## src/design/tcor_pkg.sv

```systemverilog
// shared types and constants for the thick circle outline rasterizer
// no dependencies; imported by every module of the block
package tcor_pkg;

  localparam int unsigned OUT_W   = 16;  // width of every rectangle coordinate
  localparam int unsigned THICK_W = 8;   // width of the square side
  localparam int unsigned RECTS   = 4;   // rectangles per producing item
  localparam int unsigned IDX_W   = 2;   // index into the rectangles of one item

  typedef enum logic {
    OP_START = 1'b0,
    OP_STEP  = 1'b1
  } op_e;

  typedef struct packed {
    logic signed [OUT_W-1:0] left;
    logic signed [OUT_W-1:0] top;
    logic signed [OUT_W-1:0] right_end;
    logic signed [OUT_W-1:0] bottom_end;
    logic                    last;
    logic                    done_res;
  } rect_t;

endpackage

```

## src/design/thick_circle_outline_rasterizer.sv

```systemverilog
// top level of the thick circle outline rasterizer: input register, walk, result buffer
// depends on tcor_pkg, tcor_walk, tcor_obuf
//
// channel   dir  handshake                   payload
// s_axis    in   s_axis_tvalid/tready        tdata: center_x, center_y, radius, thickness
//                                            tuser: op (0 start, 1 step)
// m_axis    out  m_axis_tvalid/tready        tdata: left, top, right_end, bottom_end
//                                            tlast: last, tuser: done_res
//
// a start, or a step while a circle is active, yields four rectangles, one per cycle
// on the result channel while it is ready; the single output channel behind the
// four-entry result buffer sets the item rate; it refills as its last rectangle leaves
// a step while idle yields nothing and leaves without waiting for the result buffer
// the first rectangle leaves from the result buffer, loaded from the input register
// reset clears the walk (idle, side 1) and empties both registers
// a stalled result channel holds the buffer; the input register keeps accepting
// until it holds an item that still waits for the buffer
module thick_circle_outline_rasterizer import tcor_pkg::*; #(
  parameter int unsigned COORD_WIDTH  = 15,
  parameter int unsigned RADIUS_WIDTH = 12
) (
  input  logic                 clk_i,
  input  logic                 rst_ni,
  input  logic                 s_axis_tvalid_i,
  output logic                 s_axis_tready_o,
  // center_x, center_y, radius, thickness from bit 0 up, zero padded
  input  logic [((2*COORD_WIDTH+RADIUS_WIDTH+THICK_W+7)/8)*8-1:0] s_axis_tdata_i,
  // op
  input  logic                 s_axis_tuser_i,
  output logic                 m_axis_tvalid_o,
  input  logic                 m_axis_tready_i,
  // left, top, right_end, bottom_end from bit 0 up
  output logic [4*OUT_W-1:0]   m_axis_tdata_o,
  output logic                 m_axis_tlast_o,
  // done_res
  output logic                 m_axis_tuser_o
);

  localparam int unsigned CY_LO = COORD_WIDTH;
  localparam int unsigned R_LO  = 2 * COORD_WIDTH;
  localparam int unsigned TH_LO = 2 * COORD_WIDTH + RADIUS_WIDTH;

  // input register
  logic                          in_valid_q;
  op_e                           in_op_q;
  logic signed [COORD_WIDTH-1:0] in_cx_q, in_cy_q;
  logic [RADIUS_WIDTH-1:0]       in_r_q;
  logic [THICK_W-1:0]            in_th_q;

  logic              s_xfer, consume, load, emit, buf_free;
  rect_t [RECTS-1:0] rects;
  rect_t             rect_out;

  assign s_xfer          = s_axis_tvalid_i && s_axis_tready_o;
  // an item leaves the input register when it yields nothing or the buffer frees up
  assign consume         = in_valid_q && (!emit || buf_free);
  assign load            = in_valid_q && emit && buf_free;
  assign s_axis_tready_o = !in_valid_q || consume;

  always_ff @(posedge clk_i or negedge rst_ni) begin
    if (!rst_ni) begin
      in_valid_q <= 1'b0;
    end else if (s_axis_tready_o) begin
      in_valid_q <= s_axis_tvalid_i;
    end
  end

  // payload needs no reset
  always_ff @(posedge clk_i) begin
    if (s_xfer) begin
      in_op_q <= op_e'(s_axis_tuser_i);
      in_cx_q <= s_axis_tdata_i[CY_LO-1:0];
      in_cy_q <= s_axis_tdata_i[R_LO-1:CY_LO];
      in_r_q  <= s_axis_tdata_i[TH_LO-1:R_LO];
      in_th_q <= s_axis_tdata_i[TH_LO+THICK_W-1:TH_LO];
    end
  end

  // walk state and rectangle geometry, updated when the item is consumed
  tcor_walk #(
    .COORD_WIDTH  (COORD_WIDTH),
    .RADIUS_WIDTH (RADIUS_WIDTH)
  ) u_walk (
    .clk_i   (clk_i),
    .rst_ni  (rst_ni),
    .upd_i   (consume),
    .op_i    (in_op_q),
    .cx_i    (in_cx_q),
    .cy_i    (in_cy_q),
    .r_i     (in_r_q),
    .thick_i (in_th_q),
    .rects_o (rects),
    .emit_o  (emit)
  );

  // four rectangles out, one transfer each
  tcor_obuf u_obuf (
    .clk_i     (clk_i),
    .rst_ni    (rst_ni),
    .load_i    (load),
    .rects_i   (rects),
    .m_valid_o (m_axis_tvalid_o),
    .m_ready_i (m_axis_tready_i),
    .rect_o    (rect_out),
    .free_o    (buf_free)
  );

  assign m_axis_tdata_o = {rect_out.bottom_end, rect_out.right_end,
                           rect_out.top, rect_out.left};
  assign m_axis_tlast_o = rect_out.last;
  assign m_axis_tuser_o = rect_out.done_res;

  // an item is accepted only into a register that is empty or draining
  a_in_slot: assert property (@(posedge clk_i) disable iff (!rst_ni)
    (s_xfer && in_valid_q) |-> consume)
    else $error("input register overwritten");

endmodule

```

## src/design/tcor_walk.sv

```systemverilog
// circle walk state and the geometry of the four rectangles of one item
// depends on tcor_pkg
module tcor_walk import tcor_pkg::*; #(
  parameter int unsigned COORD_WIDTH  = 15,
  parameter int unsigned RADIUS_WIDTH = 12
) (
  input  logic                          clk_i,
  input  logic                          rst_ni,
  input  logic                          upd_i,
  input  op_e                           op_i,
  input  logic signed [COORD_WIDTH-1:0] cx_i,
  input  logic signed [COORD_WIDTH-1:0] cy_i,
  input  logic [RADIUS_WIDTH-1:0]       r_i,
  input  logic [THICK_W-1:0]            thick_i,
  output rect_t [RECTS-1:0]             rects_o,
  output logic                          emit_o
);

  localparam int unsigned WW = RADIUS_WIDTH + 1;
  localparam int unsigned EW = RADIUS_WIDTH + 4;
  localparam int unsigned M1 = (COORD_WIDTH > WW) ? COORD_WIDTH : WW;
  localparam int unsigned M2 = (M1 > THICK_W + 1) ? M1 : THICK_W + 1;
  localparam int unsigned PW = M2 + 2;

  localparam logic signed [EW-1:0] ONE_E  = EW'(1);
  localparam logic signed [EW-1:0] TWO_E  = EW'(2);
  localparam logic signed [EW-1:0] ZERO_E = '0;

  logic signed [COORD_WIDTH-1:0] cx_q, cy_q;
  logic signed [WW-1:0]          x_q, y_q;
  logic signed [EW-1:0]          d_q;
  logic [THICK_W-1:0]            side_q;
  logic                          active_q;

  logic                 is_start;
  logic [THICK_W-1:0]   side_in, side_sel;
  logic signed [PW-1:0] cx_w, cy_w, dx_w, dy_w;
  logic signed [PW-1:0] col_pos, col_neg, row_pos, row_neg;
  logic signed [EW-1:0] xe, ye, re, y1, d1, x1, d2, d0;
  logic                 dec_y, inc_x, done_step, done_start;

  function automatic rect_t square(input logic signed [PW-1:0] px,
                                   input logic signed [PW-1:0] py,
                                   input logic [THICK_W-1:0]   side);
    logic signed [PW-1:0] half, rest, l, t;
    rect_t                rc;
    half = signed'(PW'(side >> 1));
    rest = signed'(PW'(side)) - half;
    l    = px - half;
    t    = py - half;
    if (l < 0) l = '0;
    if (t < 0) t = '0;
    rc.left       = OUT_W'(l);
    rc.top        = OUT_W'(t);
    rc.right_end  = OUT_W'(px + rest);
    rc.bottom_end = OUT_W'(py + rest);
    rc.last       = 1'b0;
    rc.done_res   = 1'b0;
    return rc;
  endfunction

  function automatic rect_t pixel(input logic signed [PW-1:0] px,
                                  input logic signed [PW-1:0] py);
    rect_t rc;
    rc.left       = OUT_W'(px);
    rc.top        = OUT_W'(py);
    rc.right_end  = OUT_W'(px + PW'(1));
    rc.bottom_end = OUT_W'(py + PW'(1));
    rc.last       = 1'b0;
    rc.done_res   = 1'b0;
    return rc;
  endfunction

  assign is_start = (op_i == OP_START);
  assign side_in  = (thick_i == '0) ? THICK_W'(1) : thick_i;
  assign side_sel = is_start ? side_in : side_q;

  // start: offsets (r, 0); step: offsets (x, y)
  assign cx_w = is_start ? PW'(cx_i) : PW'(cx_q);
  assign cy_w = is_start ? PW'(cy_i) : PW'(cy_q);
  assign dx_w = is_start ? signed'(PW'(r_i)) : PW'(x_q);
  assign dy_w = is_start ? '0 : PW'(y_q);

  assign col_pos = cx_w + dx_w;
  assign col_neg = cx_w - dx_w;
  assign row_pos = cy_w + dy_w;
  assign row_neg = cy_w - dy_w;

  // error walk
  assign xe    = EW'(x_q);
  assign ye    = EW'(y_q);
  assign dec_y = (d_q + ye) > ZERO_E;
  assign y1    = dec_y ? ye - ONE_E : ye;
  assign d1    = dec_y ? d_q - ((y1 <<< 1) - ONE_E) : d_q;
  assign inc_x = xe > d1;
  assign x1    = inc_x ? xe + ONE_E : xe;
  assign d2    = inc_x ? d1 + (x1 <<< 1) + ONE_E : d1;
  assign done_step = !(y1 > ZERO_E);

  assign re         = signed'(EW'(r_i));
  assign d0         = TWO_E - (re <<< 1);
  assign done_start = (r_i == '0);

  always_comb begin
    if (is_start) begin
      rects_o[0] = pixel(col_pos, row_pos);
      rects_o[1] = square(col_pos, row_neg, side_sel);
      rects_o[2] = pixel(col_neg, row_pos);
    end else begin
      rects_o[0] = square(col_pos, row_pos, side_sel);
      rects_o[1] = square(col_pos, row_neg, side_sel);
      rects_o[2] = square(col_neg, row_pos, side_sel);
    end
    rects_o[3]          = square(col_neg, row_neg, side_sel);
    rects_o[3].last     = 1'b1;
    rects_o[3].done_res = is_start ? done_start : done_step;
  end

  assign emit_o = is_start || active_q;

  always_ff @(posedge clk_i or negedge rst_ni) begin
    if (!rst_ni) begin
      cx_q     <= '0;
      cy_q     <= '0;
      x_q      <= '0;
      y_q      <= '0;
      d_q      <= '0;
      side_q   <= THICK_W'(1);
      active_q <= 1'b0;
    end else if (upd_i) begin
      if (is_start) begin
        cx_q     <= cx_i;
        cy_q     <= cy_i;
        side_q   <= side_in;
        x_q      <= '0;
        y_q      <= signed'(WW'(r_i));
        d_q      <= d0;
        active_q <= !done_start;
      end else if (active_q) begin
        x_q      <= WW'(x1);
        y_q      <= WW'(y1);
        d_q      <= d2;
        active_q <= !done_step;
      end
    end
  end

  // walk runs only while rows remain
  a_active_rows: assert property (@(posedge clk_i) disable iff (!rst_ni)
    active_q |-> (y_q > 0))
    else $error("walk active with no rows left");

  // a step while idle leaves the walk untouched
  a_idle_step: assert property (@(posedge clk_i) disable iff (!rst_ni)
    (upd_i && op_i == OP_STEP && !active_q) |=>
      ($stable(x_q) && $stable(y_q) && $stable(d_q) && !active_q))
    else $error("idle step changed walk state");

endmodule

```

## src/design/tcor_obuf.sv

```systemverilog
// result buffer: holds the four rectangles of one item and sends them in order
// depends on tcor_pkg
module tcor_obuf import tcor_pkg::*; (
  input  logic              clk_i,
  input  logic              rst_ni,
  input  logic              load_i,
  input  rect_t [RECTS-1:0] rects_i,
  output logic              m_valid_o,
  input  logic              m_ready_i,
  output rect_t             rect_o,
  output logic              free_o
);

  rect_t [RECTS-1:0] buf_q;
  logic              valid_q;
  logic [IDX_W-1:0]  idx_q;
  logic              take, last_take;

  assign take      = valid_q && m_ready_i;
  assign last_take = take && (idx_q == IDX_W'(RECTS - 1));
  assign free_o    = !valid_q || last_take;
  assign m_valid_o = valid_q;
  assign rect_o    = buf_q[idx_q];

  always_ff @(posedge clk_i) begin
    if (load_i) begin
      buf_q <= rects_i;
    end
  end

  always_ff @(posedge clk_i or negedge rst_ni) begin
    if (!rst_ni) begin
      valid_q <= 1'b0;
      idx_q   <= '0;
    end else if (load_i) begin
      valid_q <= 1'b1;
      idx_q   <= '0;
    end else if (last_take) begin
      valid_q <= 1'b0;
      idx_q   <= '0;
    end else if (take) begin
      idx_q <= idx_q + IDX_W'(1);
    end
  end

  a_no_overwrite: assert property (@(posedge clk_i) disable iff (!rst_ni)
    load_i |-> free_o)
    else $error("result buffer loaded while rectangles pending");

  a_done_on_last: assert property (@(posedge clk_i) disable iff (!rst_ni)
    (valid_q && rect_o.done_res) |-> rect_o.last)
    else $error("done flag on a rectangle that is not last");

  a_drain: assert property (@(posedge clk_i) disable iff (!rst_ni)
    (last_take && !load_i) |=> (!valid_q && idx_q == '0))
    else $error("buffer not empty after final transfer");

endmodule

```

## config.mk

```make
export PLATFORM = sky130hd
export DESIGN_NAME = thick_circle_outline_rasterizer
export DESIGN_NICKNAME = d
export VERILOG_FILES = /design/src/design/tcor_pkg.sv /design/src/design/thick_circle_outline_rasterizer.sv /design/src/design/tcor_walk.sv /design/src/design/tcor_obuf.sv
export SDC_FILE = /design/constraint.sdc
export NUM_CORES = 1
export LEC_CHECK = 0
export ABC_AREA = 1
export ABC_CLOCK_PERIOD_IN_PS = 11500
export BUFFER_PORTS_ARGS = -buffer_cell sky130_fd_sc_hd__buf_2
export CAP_MARGIN = 40
export CORE_UTILIZATION = 55
export DETAILED_ROUTE_END_ITERATION = 10
export GPL_TIMING_DRIVEN = 0
export PLACE_DENSITY = 0.73
export SYNTH_ARGS = -nofsm -noshare
export SYNTH_HDL_FRONTEND = slang
export SYNTH_SLANG_ARGS = --single-unit
```

## constraint.sdc

```tcl
create_clock -name clk_i -period 11.5 [get_ports clk_i]
set_input_delay 1.15 -clock clk_i [delete_from_list [all_inputs] [get_ports clk_i]]
set_output_delay 1.15 -clock clk_i [all_outputs]
set_load 0.02 [all_outputs]
```

==> reports/qor.yml <==
status: "completed"
synthFlopType: "edfxtp_1"
grt_antenna_before_repair: 0
cp_slowest_stage_delay_ns: 0.48
fin_skew_ns: 0.0224
start_util: 0.560
core_mm2: 0.0444
cts_setup_buffers: 0
cp_slowest_cell: "fa_1"
hold_viol: 0
worstPathRequired_ns: 11.96
drt-initial-drc-count: 2306
synth-seq-cells: 329
grt_pass1_wl_um: 116000
ant_nets: 0
synthTopCellsByCount: "nand2_1, inv_1, nor2_1"
max_cap_violations: 0
drt_pass1_iterations: 5
fmax_mhz: 93.8
synth_top_area_cell: "edfxtp_1"
htree_levels: 2
clk_pin_slew_ns: 0.06
synth_cell_type_count: 63
route.vias.total: 22300
tritoncts: "done"
worst_pin_slew_ns: 0.949
start_kind: "flip-flop"
grt_pass1_vias: 21400
syn_area_per_cell_um2: 7.98
cts_buffers: 38
worstPathArrival_ns: 11.12
antenna_cells: 0
num-fill-cells: 3797
vias_per_cell: 5.69
slew_violations: 0
hpwl_um: 60100
netlist_top_cells_area: "edfxtp_1, ha_1, nand2_1"
crit_type: "flip-flop to flip-flop"
port_buffers: 122
dieArea_mm2: 0.0461
gp_congestion: 1.02
setup_violations: 0
postSynth.asyncResetShare: 0.258
min_path_type: "flip-flop to flip-flop"
cts_root_buf: "clkbuf_16"
drt_wl_total_um: 75900
ff2ff_setup_slack_ns: 0.84
avgRoutedWirePerCell_um: 19.4
die_x_um: 215
cp_max_fo: 10
syn_inst: 3116
insertion_delay_ns: 0.56
grt_use_total: 0.325
cpMostUsedCell: "nand2_1"
setup_tns_ns: 0
synthDominantCellAreaShare: 0.295
synth.net_count: 3420
ys_warn_count: 0
grt_max_degree: 72
grt_setup_unrepaired: "no"
ys_seq_area_frac: 0.380
cts.repair.resized: 0
finalCritPeriodShare: 0.927
drc: 0
area_growth_syn_to_layout_pct: 11.5
layout-drive-gt1-share: 0.0855
syn_area_mm2: 0.0249
grt_overflow_total: 0
clkSinkCount: 329
slew_headroom: 0.367
postCtsHoldBufs: 0
nets: 3598
synth.most_common_cell: "nand2_1"
die_h_um: 215
io_pins: 129
end_kind: "flip-flop"
synth_edf_count: 244
fin_crit_ns: 10.66
clock_path_buffers: 3
rows: 77
## routing by layer
| metal | vias up | global-route usage | share of wire |
|---|---|---|---|
| met3 | 170 | 0.0506 | 0.082 |
| met4 | 0 | 0.126 | 0.038 |
| met1 | 10400 | 0.423 | 0.42 |
| met2 | 972 | 0.543 | 0.46 |
| li1 | 10800 | - | - |
| met5 | - | 0 | 0 |
## final timing paths
check,end,start,cells past startpoint
min in group asynchronous,u_walk.y_q[10],rst_ni,1
max in group asynchronous,u_walk.cx_q[12],rst_ni,2
setup / recovery,u_walk.d_q[14],u_walk.d_q[0],63
hold / removal,u_walk.cy_q[0],u_walk.cy_q[0],2
hold reg to reg,u_walk.cy_q[0],u_walk.cy_q[0],2
setup reg to reg,u_walk.d_q[14],u_walk.d_q[0],63
## flip-flops by register name, indices dropped and copies added, names as in the netlist, 12 cells and up
register / count
in_cx_q: 15
in_cy_q: 15
in_r_q: 12
u_obuf.buf_q: 193
u_walk.cx_q: 15
u_walk.cy_q: 15
u_walk.d_q: 16
u_walk.x_q: 13
u_walk.y_q: 13
## metrics by stage
| stage | utilization | area (um^2) | setup WS, ns | hold WS (ns) | std cells |
|---|---|---|---|---|---|
| finish | 0.625 | 27700 | 0.840 | 0.472 | 3913 |
| CTS | 0.625 | 27700 | 0.849 | 0.465 | 3913 |
| global route | 0.625 | 27700 | 0.00783 | 0.501 | 3913 |
| global placement | 0.591 | 26200 | 0.734 | 0.448 | 3830 |
| floorplan | - | 24900 | 2.98 | 0.434 | 3116 |
| detailed placement | 0.596 | 26500 | 0.922 | 0.451 | 3846 |
## logic make-up after synthesis
family	synth area share
xor+xnor	0.0651
compound gates	0.140
simple gates	0.205
mux	0.000402
buf+inv	0.0820
flops	0.380
fa+ha+maj	0.127
## cells in the final DEF, fill, tap and decap left out, drive strengths merged, types with 22 or more instances in the layout
master / count
a21oi: 214
nand3: 131
buf: 160
ha: 227
xnor2: 33
edfxtp: 244
xor2: 151
o21ai: 274
o22ai: 51
nand2: 658
o21bai: 22
clkbuf: 113
nor3: 47
inv: 434
nor2: 298
dfrtp: 84
or2: 25
## cell type report
| class | instances | area [um^2] | area share |
|---|---|---|---|
| buffer | 89 | 417 | 0.0150 |
| clock buffer | 47 | 1010 | 0.0363 |
| clock inverter | 20 | 245 | 0.00884 |
| inverter | 433 | 1630 | 0.0586 |
| multi-input combinational | 2265 | 13400 | 0.483 |
| sequential | 329 | 9460 | 0.341 |
| tap | 592 | 741 | 0.0267 |
| timing repair buffer | 138 | 856 | 0.0309 |
## worst max-delay path, delay by kind of cell (launching register included)
family	cells	cell delay, ns
adders and majority gates	6	2.15
buffers and inverters	8	0.93
AOI/OAI and AO/OA	15	2.25
xor gates and xnor gates	5	1.08
DFF	1	0.46
and+or+nand+nor	29	3.66
Power is left out: the tool's default activity adds up to more than one toggle a clock period on the data nets, which glitch-free logic cannot reach.
